**src/rtl/core/brie_pkg.sv**
```systemverilog
`timescale 1ns / 1ps
package brie_pkg;

  localparam int          STACK_ENTRIES_DEF = 16;
  localparam logic [11:0] START_ADDRESS_DEF = 12'h200;

  localparam logic [15:0] OP_RET   = 16'h00EE;
  localparam logic [3:0]  FLAG_REG = 4'hF;
  localparam logic [3:0]  BASE_REG = 4'h0;
  localparam logic [3:0]  N_ZERO   = 4'h0;

  typedef enum logic [3:0] {
    CLS_SYS   = 4'h0,
    CLS_JP    = 4'h1,
    CLS_CALL  = 4'h2,
    CLS_SE    = 4'h3,
    CLS_SNE   = 4'h4,
    CLS_SER   = 4'h5,
    CLS_LD    = 4'h6,
    CLS_ADDI  = 4'h7,
    CLS_ALU   = 4'h8,
    CLS_SNER  = 4'h9,
    CLS_LDI   = 4'hA,
    CLS_JPO   = 4'hB,
    CLS_RND   = 4'hC,
    CLS_DRW   = 4'hD,
    CLS_KEY   = 4'hE,
    CLS_MISC  = 4'hF
  } cls_t;

  typedef enum logic [3:0] {
    ALU_MOV  = 4'h0,
    ALU_OR   = 4'h1,
    ALU_AND  = 4'h2,
    ALU_XOR  = 4'h3,
    ALU_ADD  = 4'h4,
    ALU_SUB  = 4'h5,
    ALU_SHR  = 4'h6,
    ALU_SUBN = 4'h7,
    ALU_SHL  = 4'hE
  } alu_op_t;

  typedef logic [15:0][7:0] gregs_t;

  typedef struct packed {
    logic        empty;
    logic        full;
    logic [11:0] tos;
  } stk_stat_t;

  typedef struct packed {
    logic [11:0] pc_nxt;
    logic [11:0] index_nxt;
    logic        gx_we;
    logic [7:0]  gx_val;
    logic        gf_we;
    logic [7:0]  gf_val;
    logic        push;
    logic        pop;
    logic [11:0] push_val;
    logic [7:0]  dest;
    logic [7:0]  flag;
    logic        unsup;
    logic        fault;
  } exec_res_t;

endpackage

```
**src/rtl/core/brie_if.sv**
```systemverilog
`timescale 1ns / 1ps
interface brie_in_if;
  logic        valid;
  logic        ready;
  logic [15:0] opcode;
  logic [7:0]  random_byte;

  modport source (output valid, output opcode, output random_byte, input ready);
  modport sink   (input valid, input opcode, input random_byte, output ready);
endinterface

interface brie_out_if;
  logic        valid;
  logic        ready;
  logic [11:0] next_pc;
  logic [7:0]  dest_value;
  logic [7:0]  flag_value;
  logic [11:0] index_value;
  logic        unsupported;
  logic        stack_fault;

  modport source (output valid, output next_pc, output dest_value, output flag_value,
                  output index_value, output unsupported, output stack_fault,
                  input ready);
  modport sink   (input valid, input next_pc, input dest_value, input flag_value,
                  input index_value, input unsupported, input stack_fault,
                  output ready);
endinterface

```
**src/rtl/core/brie_exec.sv**
```systemverilog
`timescale 1ns / 1ps
module brie_exec
  import brie_pkg::*;
(
  input  logic [15:0] opcode,
  input  logic [7:0]  random_byte,
  input  logic        quirk,
  input  gregs_t      gregs,
  input  logic [11:0] pc,
  input  logic [11:0] index_reg,
  input  stk_stat_t   stk,
  output exec_res_t   res
);

  logic [3:0]  x, y, n;
  logic [7:0]  nn;
  logic [11:0] nnn;
  logic [7:0]  vx, vy, vf, shsrc, boff;
  logic [11:0] pc_inc, pc_skip;
  logic [8:0]  sum9;
  exec_res_t   r;

  always_comb begin
    x       = opcode[11:8];
    y       = opcode[7:4];
    n       = opcode[3:0];
    nn      = opcode[7:0];
    nnn     = opcode[11:0];
    vx      = gregs[x];
    vy      = gregs[y];
    vf      = gregs[FLAG_REG];
    pc_inc  = pc + 12'd2;
    pc_skip = pc + 12'd4;
    sum9    = {1'b0, vx} + {1'b0, vy};
    shsrc   = quirk ? vy : vx;
    boff    = quirk ? gregs[BASE_REG] : vx;

    r           = '0;
    r.pc_nxt    = pc_inc;
    r.index_nxt = index_reg;
    r.push_val  = pc_inc;

    case (cls_t'(opcode[15:12]))
      CLS_SYS: begin
        if (opcode == OP_RET) begin
          if (stk.empty) begin
            r.fault  = 1'b1;
            r.pc_nxt = pc;
          end else begin
            r.pop    = 1'b1;
            r.pc_nxt = stk.tos;
          end
        end else begin
          r.unsup = 1'b1;
        end
      end
      CLS_JP: r.pc_nxt = nnn;
      CLS_CALL: begin
        if (stk.full) begin
          r.fault  = 1'b1;
          r.pc_nxt = pc;
        end else begin
          r.push   = 1'b1;
          r.pc_nxt = nnn;
        end
      end
      CLS_SE:  if (vx == nn) r.pc_nxt = pc_skip;
      CLS_SNE: if (vx != nn) r.pc_nxt = pc_skip;
      CLS_SER: begin
        if (n != N_ZERO) r.unsup = 1'b1;
        else if (vx == vy) r.pc_nxt = pc_skip;
      end
      CLS_LD: begin
        r.gx_we  = 1'b1;
        r.gx_val = nn;
      end
      CLS_ADDI: begin
        r.gx_we  = 1'b1;
        r.gx_val = vx + nn;
      end
      CLS_ALU: begin
        case (alu_op_t'(n))
          ALU_MOV: begin
            r.gx_we  = 1'b1;
            r.gx_val = vy;
          end
          ALU_OR, ALU_AND, ALU_XOR: begin
            r.gx_we  = 1'b1;
            r.gx_val = (n == ALU_OR)  ? (vx | vy) :
                       (n == ALU_AND) ? (vx & vy) : (vx ^ vy);
            r.gf_we  = quirk;
            r.gf_val = 8'h00;
          end
          ALU_ADD: begin
            r.gx_we  = 1'b1;
            r.gx_val = sum9[7:0];
            r.gf_we  = 1'b1;
            r.gf_val = {7'd0, sum9[8]};
          end
          ALU_SUB: begin
            r.gx_we  = 1'b1;
            r.gx_val = vx - vy;
            r.gf_we  = 1'b1;
            r.gf_val = {7'd0, vx >= vy};
          end
          ALU_SUBN: begin
            r.gx_we  = 1'b1;
            r.gx_val = vy - vx;
            r.gf_we  = 1'b1;
            r.gf_val = {7'd0, vy >= vx};
          end
          ALU_SHR: begin
            r.gx_we  = 1'b1;
            r.gx_val = {1'b0, shsrc[7:1]};
            r.gf_we  = 1'b1;
            r.gf_val = {7'd0, shsrc[0]};
          end
          ALU_SHL: begin
            r.gx_we  = 1'b1;
            r.gx_val = {shsrc[6:0], 1'b0};
            r.gf_we  = 1'b1;
            r.gf_val = {7'd0, shsrc[7]};
          end
          default: r.unsup = 1'b1;
        endcase
      end
      CLS_SNER: begin
        if (n != N_ZERO) r.unsup = 1'b1;
        else if (vx != vy) r.pc_nxt = pc_skip;
      end
      CLS_LDI: r.index_nxt = nnn;
      CLS_JPO: r.pc_nxt = nnn + {4'h0, boff};
      CLS_RND: begin
        r.gx_we  = 1'b1;
        r.gx_val = random_byte & nn;
      end
      default: r.unsup = 1'b1;
    endcase

    // flag write lands after the destination write
    if (r.gf_we && x == FLAG_REG) r.dest = r.gf_val;
    else if (r.gx_we)             r.dest = r.gx_val;
    else                          r.dest = vx;

    if (r.gf_we)                         r.flag = r.gf_val;
    else if (r.gx_we && x == FLAG_REG)   r.flag = r.gx_val;
    else                                 r.flag = vf;

    res = r;
  end

endmodule

```
**src/rtl/core/byte_register_instruction_executor.sv**
```systemverilog
`timescale 1ns / 1ps
// Result: registered, available the cycle after the input transaction is accepted.
// Throughput: one instruction per cycle unless the output stalls; register file,
//   PC and stack update at the accepting edge; next instruction sees them at once.
// Reset (rst_n low, synchronous): registers V0..VF, index and stack depth clear,
//   program counter loads START_ADDRESS, quirk mode clears, no result pending.
//   Return stack entries are not cleared.
module byte_register_instruction_executor
  import brie_pkg::*;
#(
  parameter int          STACK_ENTRIES = STACK_ENTRIES_DEF,
  parameter logic [11:0] START_ADDRESS = START_ADDRESS_DEF
) (
  input  logic        clk,
  input  logic        rst_n,
  input  logic        cfg_we,
  input  logic        cfg_wdata,
  brie_in_if.sink     in_chan,
  brie_out_if.source  out_chan
);

  localparam int ADDR_W  = (STACK_ENTRIES > 1) ? $clog2(STACK_ENTRIES) : 1;
  localparam int DEPTH_W = $clog2(STACK_ENTRIES + 1);

  // Architectural state
  gregs_t              gregs_r, gregs_nxt;
  logic [11:0]         pc_r;
  logic [11:0]         index_r;
  logic [DEPTH_W-1:0]  depth_r, depth_nxt;
  logic                quirk_r;

  // Return stack: top entry in a register, the rest in memory, and the entry
  // just below the top kept prefetched so a return need not wait for a memory read.
  logic [11:0]         tos_r;
  logic [11:0]         below_r;
  logic [11:0]         stack_mem [STACK_ENTRIES];
  logic [ADDR_W-1:0]   wr_addr, rd_addr;
  logic [DEPTH_W-1:0]  depth_m1, depth_nxt_m2;

  // Result register
  logic                out_valid_r;
  logic [11:0]         out_pc_r;
  logic [7:0]          out_dest_r;
  logic [7:0]          out_flag_r;
  logic [11:0]         out_index_r;
  logic                out_unsup_r;
  logic                out_fault_r;

  logic                accept;
  stk_stat_t           stk;
  exec_res_t           res;

  // Take a new transaction whenever the result register is free or draining.
  assign in_chan.ready = !out_valid_r || out_chan.ready;
  assign accept        = in_chan.valid && in_chan.ready;

  assign stk.empty = (depth_r == '0);
  assign stk.full  = (depth_r == DEPTH_W'(STACK_ENTRIES));
  assign stk.tos   = tos_r;

  brie_exec u_exec (
    .opcode      (in_chan.opcode),
    .random_byte (in_chan.random_byte),
    .quirk       (quirk_r),
    .gregs       (gregs_r),
    .pc          (pc_r),
    .index_reg   (index_r),
    .stk         (stk),
    .res         (res)
  );

  // Apply the destination write first, then the flag write, so the flag wins
  // when X names register fifteen.
  always_comb begin
    gregs_nxt = gregs_r;
    if (res.gx_we) gregs_nxt[in_chan.opcode[11:8]] = res.gx_val;
    if (res.gf_we) gregs_nxt[FLAG_REG]             = res.gf_val;
  end

  always_comb begin
    depth_nxt = depth_r;
    if (accept && res.push)     depth_nxt = depth_r + DEPTH_W'(1);
    else if (accept && res.pop) depth_nxt = depth_r - DEPTH_W'(1);
  end

  // Address arithmetic wraps below zero; such reads only occur when the stack
  // holds fewer than two entries and the prefetched value goes unused.
  assign depth_m1     = depth_r - DEPTH_W'(1);
  assign depth_nxt_m2 = depth_nxt - DEPTH_W'(2);
  assign wr_addr      = depth_m1[ADDR_W-1:0];
  assign rd_addr      = depth_nxt_m2[ADDR_W-1:0];

  always_ff @(posedge clk) begin
    if (!rst_n) begin
      gregs_r <= '0;
      pc_r    <= START_ADDRESS;
      index_r <= '0;
      depth_r <= '0;
      quirk_r <= 1'b0;
    end else begin
      if (cfg_we) quirk_r <= cfg_wdata;
      if (accept) begin
        gregs_r <= gregs_nxt;
        pc_r    <= res.pc_nxt;
        index_r <= res.index_nxt;
        depth_r <= depth_nxt;
      end
    end
  end

  // Stack storage: push spills the old top into memory, pop pulls the
  // prefetched entry up. Bypass the prefetch on push since that entry is
  // being written this cycle.
  always_ff @(posedge clk) begin
    if (accept && res.push) begin
      stack_mem[wr_addr] <= tos_r;
      tos_r              <= res.push_val;
      below_r            <= tos_r;
    end else begin
      if (accept && res.pop) tos_r <= below_r;
      below_r <= stack_mem[rd_addr];
    end
  end

  // Result register: hold while stalled, load on every accepted transaction.
  always_ff @(posedge clk) begin
    if (!rst_n) begin
      out_valid_r <= 1'b0;
    end else if (accept) begin
      out_valid_r <= 1'b1;
    end else if (out_chan.ready) begin
      out_valid_r <= 1'b0;
    end
  end

  always_ff @(posedge clk) begin
    if (accept) begin
      out_pc_r    <= res.pc_nxt;
      out_dest_r  <= res.dest;
      out_flag_r  <= res.flag;
      out_index_r <= res.index_nxt;
      out_unsup_r <= res.unsup;
      out_fault_r <= res.fault;
    end
  end

  assign out_chan.valid       = out_valid_r;
  assign out_chan.next_pc     = out_pc_r;
  assign out_chan.dest_value  = out_dest_r;
  assign out_chan.flag_value  = out_flag_r;
  assign out_chan.index_value = out_index_r;
  assign out_chan.unsupported = out_unsup_r;
  assign out_chan.stack_fault = out_fault_r;

endmodule
```
**src/flat_wrapper.sv**
```systemverilog
// flat-port wrapper written by rule: the top's interface ports become plain ports
module byte_register_instruction_executor_flat import brie_pkg::*;
#(
  parameter int          STACK_ENTRIES = STACK_ENTRIES_DEF,
  parameter logic [11:0] START_ADDRESS = START_ADDRESS_DEF
)
  (clk, rst_n, cfg_we, cfg_wdata, in_chan_valid, in_chan_opcode, in_chan_random_byte, in_chan_ready, out_chan_valid, out_chan_next_pc, out_chan_dest_value, out_chan_flag_value, out_chan_index_value, out_chan_unsupported, out_chan_stack_fault, out_chan_ready);
  brie_in_if in_chan_i ();
  brie_out_if out_chan_i ();
  input  logic clk;
  input  logic rst_n;
  input  logic cfg_we;
  input  logic cfg_wdata;
  input wire logic [$bits(in_chan_i.valid)-1:0] in_chan_valid;
  input wire logic [$bits(in_chan_i.opcode)-1:0] in_chan_opcode;
  input wire logic [$bits(in_chan_i.random_byte)-1:0] in_chan_random_byte;
  output wire logic [$bits(in_chan_i.ready)-1:0] in_chan_ready;
  output wire logic [$bits(out_chan_i.valid)-1:0] out_chan_valid;
  output wire logic [$bits(out_chan_i.next_pc)-1:0] out_chan_next_pc;
  output wire logic [$bits(out_chan_i.dest_value)-1:0] out_chan_dest_value;
  output wire logic [$bits(out_chan_i.flag_value)-1:0] out_chan_flag_value;
  output wire logic [$bits(out_chan_i.index_value)-1:0] out_chan_index_value;
  output wire logic [$bits(out_chan_i.unsupported)-1:0] out_chan_unsupported;
  output wire logic [$bits(out_chan_i.stack_fault)-1:0] out_chan_stack_fault;
  input wire logic [$bits(out_chan_i.ready)-1:0] out_chan_ready;
  assign in_chan_i.valid = in_chan_valid;
  assign in_chan_i.opcode = in_chan_opcode;
  assign in_chan_i.random_byte = in_chan_random_byte;
  assign in_chan_ready = in_chan_i.ready;
  assign out_chan_valid = out_chan_i.valid;
  assign out_chan_next_pc = out_chan_i.next_pc;
  assign out_chan_dest_value = out_chan_i.dest_value;
  assign out_chan_flag_value = out_chan_i.flag_value;
  assign out_chan_index_value = out_chan_i.index_value;
  assign out_chan_unsupported = out_chan_i.unsupported;
  assign out_chan_stack_fault = out_chan_i.stack_fault;
  assign out_chan_i.ready = out_chan_ready;
  byte_register_instruction_executor #(.STACK_ENTRIES(STACK_ENTRIES), .START_ADDRESS(START_ADDRESS)) u_core (.clk(clk), .rst_n(rst_n), .cfg_we(cfg_we), .cfg_wdata(cfg_wdata), .in_chan(in_chan_i), .out_chan(out_chan_i));
endmodule
```
**config.mk**
```make
export PLATFORM = sky130hd
export DESIGN_NAME = byte_register_instruction_executor_flat
export DESIGN_NICKNAME = d
export VERILOG_FILES = /design/src/rtl/core/brie_pkg.sv /design/src/rtl/core/brie_if.sv /design/src/rtl/core/brie_exec.sv /design/src/rtl/core/byte_register_instruction_executor.sv /design/src/flat_wrapper.sv
export SDC_FILE = /design/constraint.sdc
export NUM_CORES = 1
export LEC_CHECK = 0
export BUFFER_PORTS_ARGS = -buffer_cell sky130_fd_sc_hd__buf_2
export CORE_MARGIN = 2
export CORE_UTILIZATION = 51
export CTS_CLUSTER_DIAMETER = 200
export DETAILED_ROUTE_END_ITERATION = 10
export GPL_ROUTABILITY_DRIVEN = 0
export HOLD_SLACK_MARGIN = 0.1
export PLACE_DENSITY = 0.77
export REMOVE_ABC_BUFFERS = 1
export SYNTH_ARGS = -nofsm -noshare
export SYNTH_HDL_FRONTEND = slang
export SYNTH_SLANG_ARGS = --single-unit
```
**constraint.sdc**
```tcl
create_clock -name clk -period 4.5 [get_ports clk]
set_input_delay 0 -clock clk [delete_from_list [all_inputs] [get_ports clk]]
set_output_delay 0 -clock clk [all_outputs]
set_load 0.02 [all_outputs]
```
# Word level (Yosys, flattened, before mapping)
# Memory sizes are Yosys's and may differ from the RTL's. A register that Yosys moved wholly into a read port is not among the register bits.
# Cells that the tools add are included.
# Widths: inputs -> output; s select.
# classes
n_addsub	10
order_cmp	5
eq_ne	27
muxes	53
bitwise	4
reduce_logical	21
# op_table
operator	count
$mux 12	12
$bwmux 128	1
$mux 128	1
$mux 8	12
$pmux 12 s8	1
$bmux 8 s4	2
$pmux 9 s7	1
$pmux 9 s6	1
$pmux 9 s4	1
$demux 8 s4	1
$eq 4x3->1 const B	8
$eq 4x4->1 const B	7
$reduce_or 9->1	2
$and 8x8->8	2
$eq 16x8->1 const B	1
$eq 4x2->1 const B	4
$eq 8x8->1	2
$ge 8x8->1	2
$ne 8x8->1	2
$sub 8x8->8	2
$mux 1	15
$add 12x2->12 const B	1
$add 12x3->12 const B	1
$add 12x8->12	1
25 further kinds	37
# totals
register_bits	213
mem_bits_rw	192
input_bits	30
out_inout_bits	44
elab_cells	149
mem_count	1
# mem_list
name	depth	width	read_ports	rd_clocked_by_memory_dff	wr	line	rtl
u_core.stack_mem	16	12	1	1	1	byte_register_instruction_executor.sv:36	logic [11:0] stack_mem [STACK_ENTRIES];

# Logic depth before layout (Yosys ltp)
# depth
ltp_word	10
ltp_mapped	19
mapped_depth_nobuf	14

# By module
# A second synthesis with hierarchy kept.
# hier_totals
hier_cells	1969
hier_area_um2	22586.7
# modules_own_cells
mod	n_inst	cells_each	area_per_inst_um2	seq_area_each_um2
byte_register_instruction_executor	1	1072	15501.1	10650.2
brie_exec	1	897	7085.5	0.0

# Least setup slack after synthesis
# Ideal clock, no wire load.
# synth_path
path_type	input port to flip-flop
startpoint	in in_chan_opcode[5]
endpoint	reg u_core.pc_r[5]
setup_time_ns	0.128
arrival_ns	3.965
required_time_ns	4.372
setup_slack_ns	0.407
stages	15
path_buffers	3
path_cell_list	buf_2 buf_1 mux4_2 mux4_2 inv_1 ha_1 buf_1 nor4_2 a21oi_1 nor3_2 o211ai_1 a2111o_1 nor4_1 a2bb2oi_1 nor2_1
# synth_between
elab_chain_cells	6
elab_cells_between_ends	17
classes_between	1 x add/sub; 5 x eq/ne; 11 x mux
# synth_lines
element	line	rtl
start: declaration	flat_wrapper.sv:15	input wire logic [$bits(in_chan_i.opcode)-1:0] in_chan_opcode;
$bmux 8 s4	brie_exec.sv:30	vy = gregs[y];
$mux 8 (not written as such)	brie_exec.sv:30	
$ne 8x8->1 / $eq 8x8->1 (equally long branches)	brie_exec.sv:129, brie_exec.sv:71	
$mux 12, on equally long branches	brie_exec.sv:129, brie_exec.sv:71	
$mux 12, on equally long branches	brie_exec.sv:128, brie_exec.sv:70	
$pmux 12 s8 *	brie_exec.sv:43	case (cls_t'(opcode[15:12]))
end signal: assignment	byte_register_instruction_executor.sv:104	pc_r <= res.pc_nxt;
end: declaration	byte_register_instruction_executor.sv:27	logic [11:0] pc_r;
# Every way passes the cells marked *; elsewhere a longest branch is shown, timed or not. The select of a mux whose other input is x is not followed.
# A chain may end at the register's enable or synchronous reset.

==> metrics.txt <==
Layout Cells excl Fill=2701; ys flop type=edfxtp_1; crit path max fanout=7; drt drc=0; post-layout min period=4370 ps; clock skew=25.7 ps; most common cell in the netlist=edfxtp_1; Clock Power Share=0.423; Detailed Route WL=68100 microns; largest net degree at the start of global routing=68; # IOs=74; Tot GR Track Use=0.292; Reg clk slew, reported paths=70 ps; fill cell count=3576; mux share of post-synthesis cell area=0.162; Congestion Overflow GR=0; Setup CP Type=reg2reg; area of the core=0.0439 sq mm; Pint=6.20 mW; Gate power share=0.079; Synth Instances=1999; Async SR Flop Fraction=0; yosys warns=0; Clk Latency, worst-skew pair=570 ps; data arrival time of the critical path=4790 ps; Nets=2167; WHS=149 ps; Multi-input gate area=0.0111 sq mm; DR iter-0 viols=2607; VDD IR max=0.000349 V; largest family of logic cells by synthesized area=multiplexers; P&R area growth vs syn=12.0%; Seq pwr share=0.498; worst hold path type=in2reg; top cell type's share of synthesized area=0.328; DRT antenna net count=0; crit start category=register; Root Driver=clkbuf_16; hpwl dp=47200 microns; post-synth cell types=99; Mapped Area=0.0225 sq mm; Finish-stage setup viols=0; Reg area=0.0107 sq mm; TNS Setup=0 ps; drt wl/cell=25.2 microns; sw frac=0.236; number of global-route vias before repair=17360; Final Slew Violations=0; global-route wire length before repair=104000 microns; vias per cell=6.65; syn avg cell area=11.3 sq um; Synth Area in Compound Gates=0.150; Seq cells post-synth=409; DR pass1 iterations=8; Die Area=0.0459 sq mm; Final Cell Area=0.0252 sq mm; layout cells sized above 1=0.203; outcome=finished clean; initial core utilization=0.513; Post-synth EDFFs=246; H-tree levels=2; PwrDens=322 mW/mm^2; DR vias=17967; sink count of the clock tree=409; num rows=77; TritonCTS clock tree=built; XOR/XNOR share of the synthesized area=0.0163; final hold viol count=0; TritonCTS Buffers=42; sequential cell area fraction in the yosys report=0.472; Slew headroom=0.193; initial antenna violation count=0; placed cell area=0.0238 sq mm; crit end category=register; Synth Area in Adders=0.0355; height of the die=214 microns; Max Clk Rate=229 MHz; Placed Cells=2615; static leakage=8.76 nW; CTS Buffer Depth=3; Sw Pwr=1.92 mW; area leader, netlist=edfxtp_1; width of the die=214 microns; max cap viols=0; Crit path required time=4920 ps; Post-CTS Setup Bufs=0; ranking of synthesized cells by area=edfxtp_1, dfxtp_1, mux4_2; Worst Max-Slew Pin Slew=1200 ps; final core occ=0.575; number of buffer cells added on primary ports=73; reg-to-reg slack, setup=130 ps; most frequent cells after synthesis=edfxtp_1, nand2_1, dfxtp_1, nor2_1, a21oi_1; post-synthesis simple-gate area fraction=0.126; RSZ-0062 raised after global routing=false; Final period util=0.971; # diodes=0
-- placed cells by master (no fill, tap or decap), types with 11 or more instances in the layout --
master,netlist,final
mux4_2,116,116
xor2_1,15,15
nand2_1,207,207
a21oi_1,126,126
xnor2_1,27,27
a211oi_1,30,29
nand2b_1,30,30
nor3_1,43,43
nor2b_1,16,16
o31ai_1,14,14
nand3_1,73,73
buf_2,32,73
buf_4,4,82
o22ai_1,14,14
o21ai_0,111,111
clkbuf_16,0,43
and2_1,11,11
o21ai_1,37,37
a211oi_2,16,17
o211ai_1,31,31
a22oi_1,15,15
mux4_1,15,15
mux2_2,25,25
dfxtp_1,163,162
mux2i_1,30,30
ha_1,56,56
edfxtp_1,246,246
a21o_1,12,12
inv_1,50,48
nor2_1,141,141
-- registers in the layout (all words and copies together) (netlist names), 5 cells and up, named ones only --
register and count:
u_core.stack_mem 192, u_core.gregs_r 128, u_core.index_r 12, u_core.out_chan.index_value 12
u_core.out_chan.next_pc 12, u_core.pc_r 12, u_core.tos_r 12, u_core.out_chan.dest_value 8
u_core.out_chan.flag_value 8, u_core.depth_r 5
-- worst max-delay path: stages, from the launching register on --
cell and delay [ps]:
dfxtp_1 330, mux4_2 490, mux4_2 580, inv_1 140, ha_1 300, or4_1 620, o21ai_1 310, o22ai_1 310
a221o_1 370, a2111oi_0 390, a32oi_1 200, nand2_1 110, a21oi_1 60
-- final timing paths --
kind	startpoint	end	depth (start not counted)
worst max-delay path	u_core.gregs_r[124]$_SDFFE_PN0P_	u_core.pc_r[7]$_SDFFE_PN0P_	12
worst min-delay path	in_chan_opcode[15]	u_core.out_chan.unsupported$_SDFFCE_PN1P_	3
worst max register to register	u_core.gregs_r[124]$_SDFFE_PN0P_	u_core.pc_r[7]$_SDFFE_PN0P_	12
worst min register to register	u_core.index_r[6]$_SDFFE_PN0P_	u_core.index_r[6]$_SDFFE_PN0P_	2
-- final cells by class --
cell class,count,area share
multi-input cells,1400,0.439
clock buffers,55,0.0456
clock inverters,22,0.00823
inverters,52,0.00773
flip-flops and latches,409,0.422
well taps,592,0.0293
repair buffers,171,0.0480
-- repair_timing --
action | CTS | global route
hold endpoints to repair | 34 | 0
gates resized for setup | 0 | 1
hold buffers | 9 | 0
setup endpoints to repair | 0 | 2
-- through the flow --
stage / total power [mW] / setup WS, ps
detailed placement: 4.74 / 125
finish: 8.12 / 132
floorplan: 4.45 / -128
global placement: 4.73 / 250
global route: 8.34 / 15.7
CTS: 8.14 / 296
-- layer usage --
metal	global-route usage	up-vias	wire, microns
met5	0	-	0
met4	0.165	0	4370
met3	0.0600	299	6620
met2	0.485	1202	32500
met1	0.357	8668	24600
li1	-	7798	-
-- logic make-up (layout without fill, tap and decap cells) --
family | Yosys count | count (layout)
simple gates | 596 | 596
compound gates | 512 | 512
flops | 409 | 409
buf+inv | 190 | 300
mux | 189 | 189
fa+ha+maj | 61 | 61
xor+xnor | 42 | 42
-- power by group through the flow --
| stage | sequential [mW] | combinational (mW) | clock (mW) |
|---|---|---|---|
| 2_1_floorplan | 4.14 | 0.310 | 0 |
| 3_3_place_gp | 4.12 | 0.604 | 0 |
| 3_5_place_dp | 4.12 | 0.614 | 0 |
| 4_1_cts | 4.04 | 0.624 | 3.47 |
| 5_1_grt | 4.05 | 0.677 | 3.62 |
| 6_report | 4.04 | 0.643 | 3.43 |
Note: power is estimated with default switching activity, not from simulation.
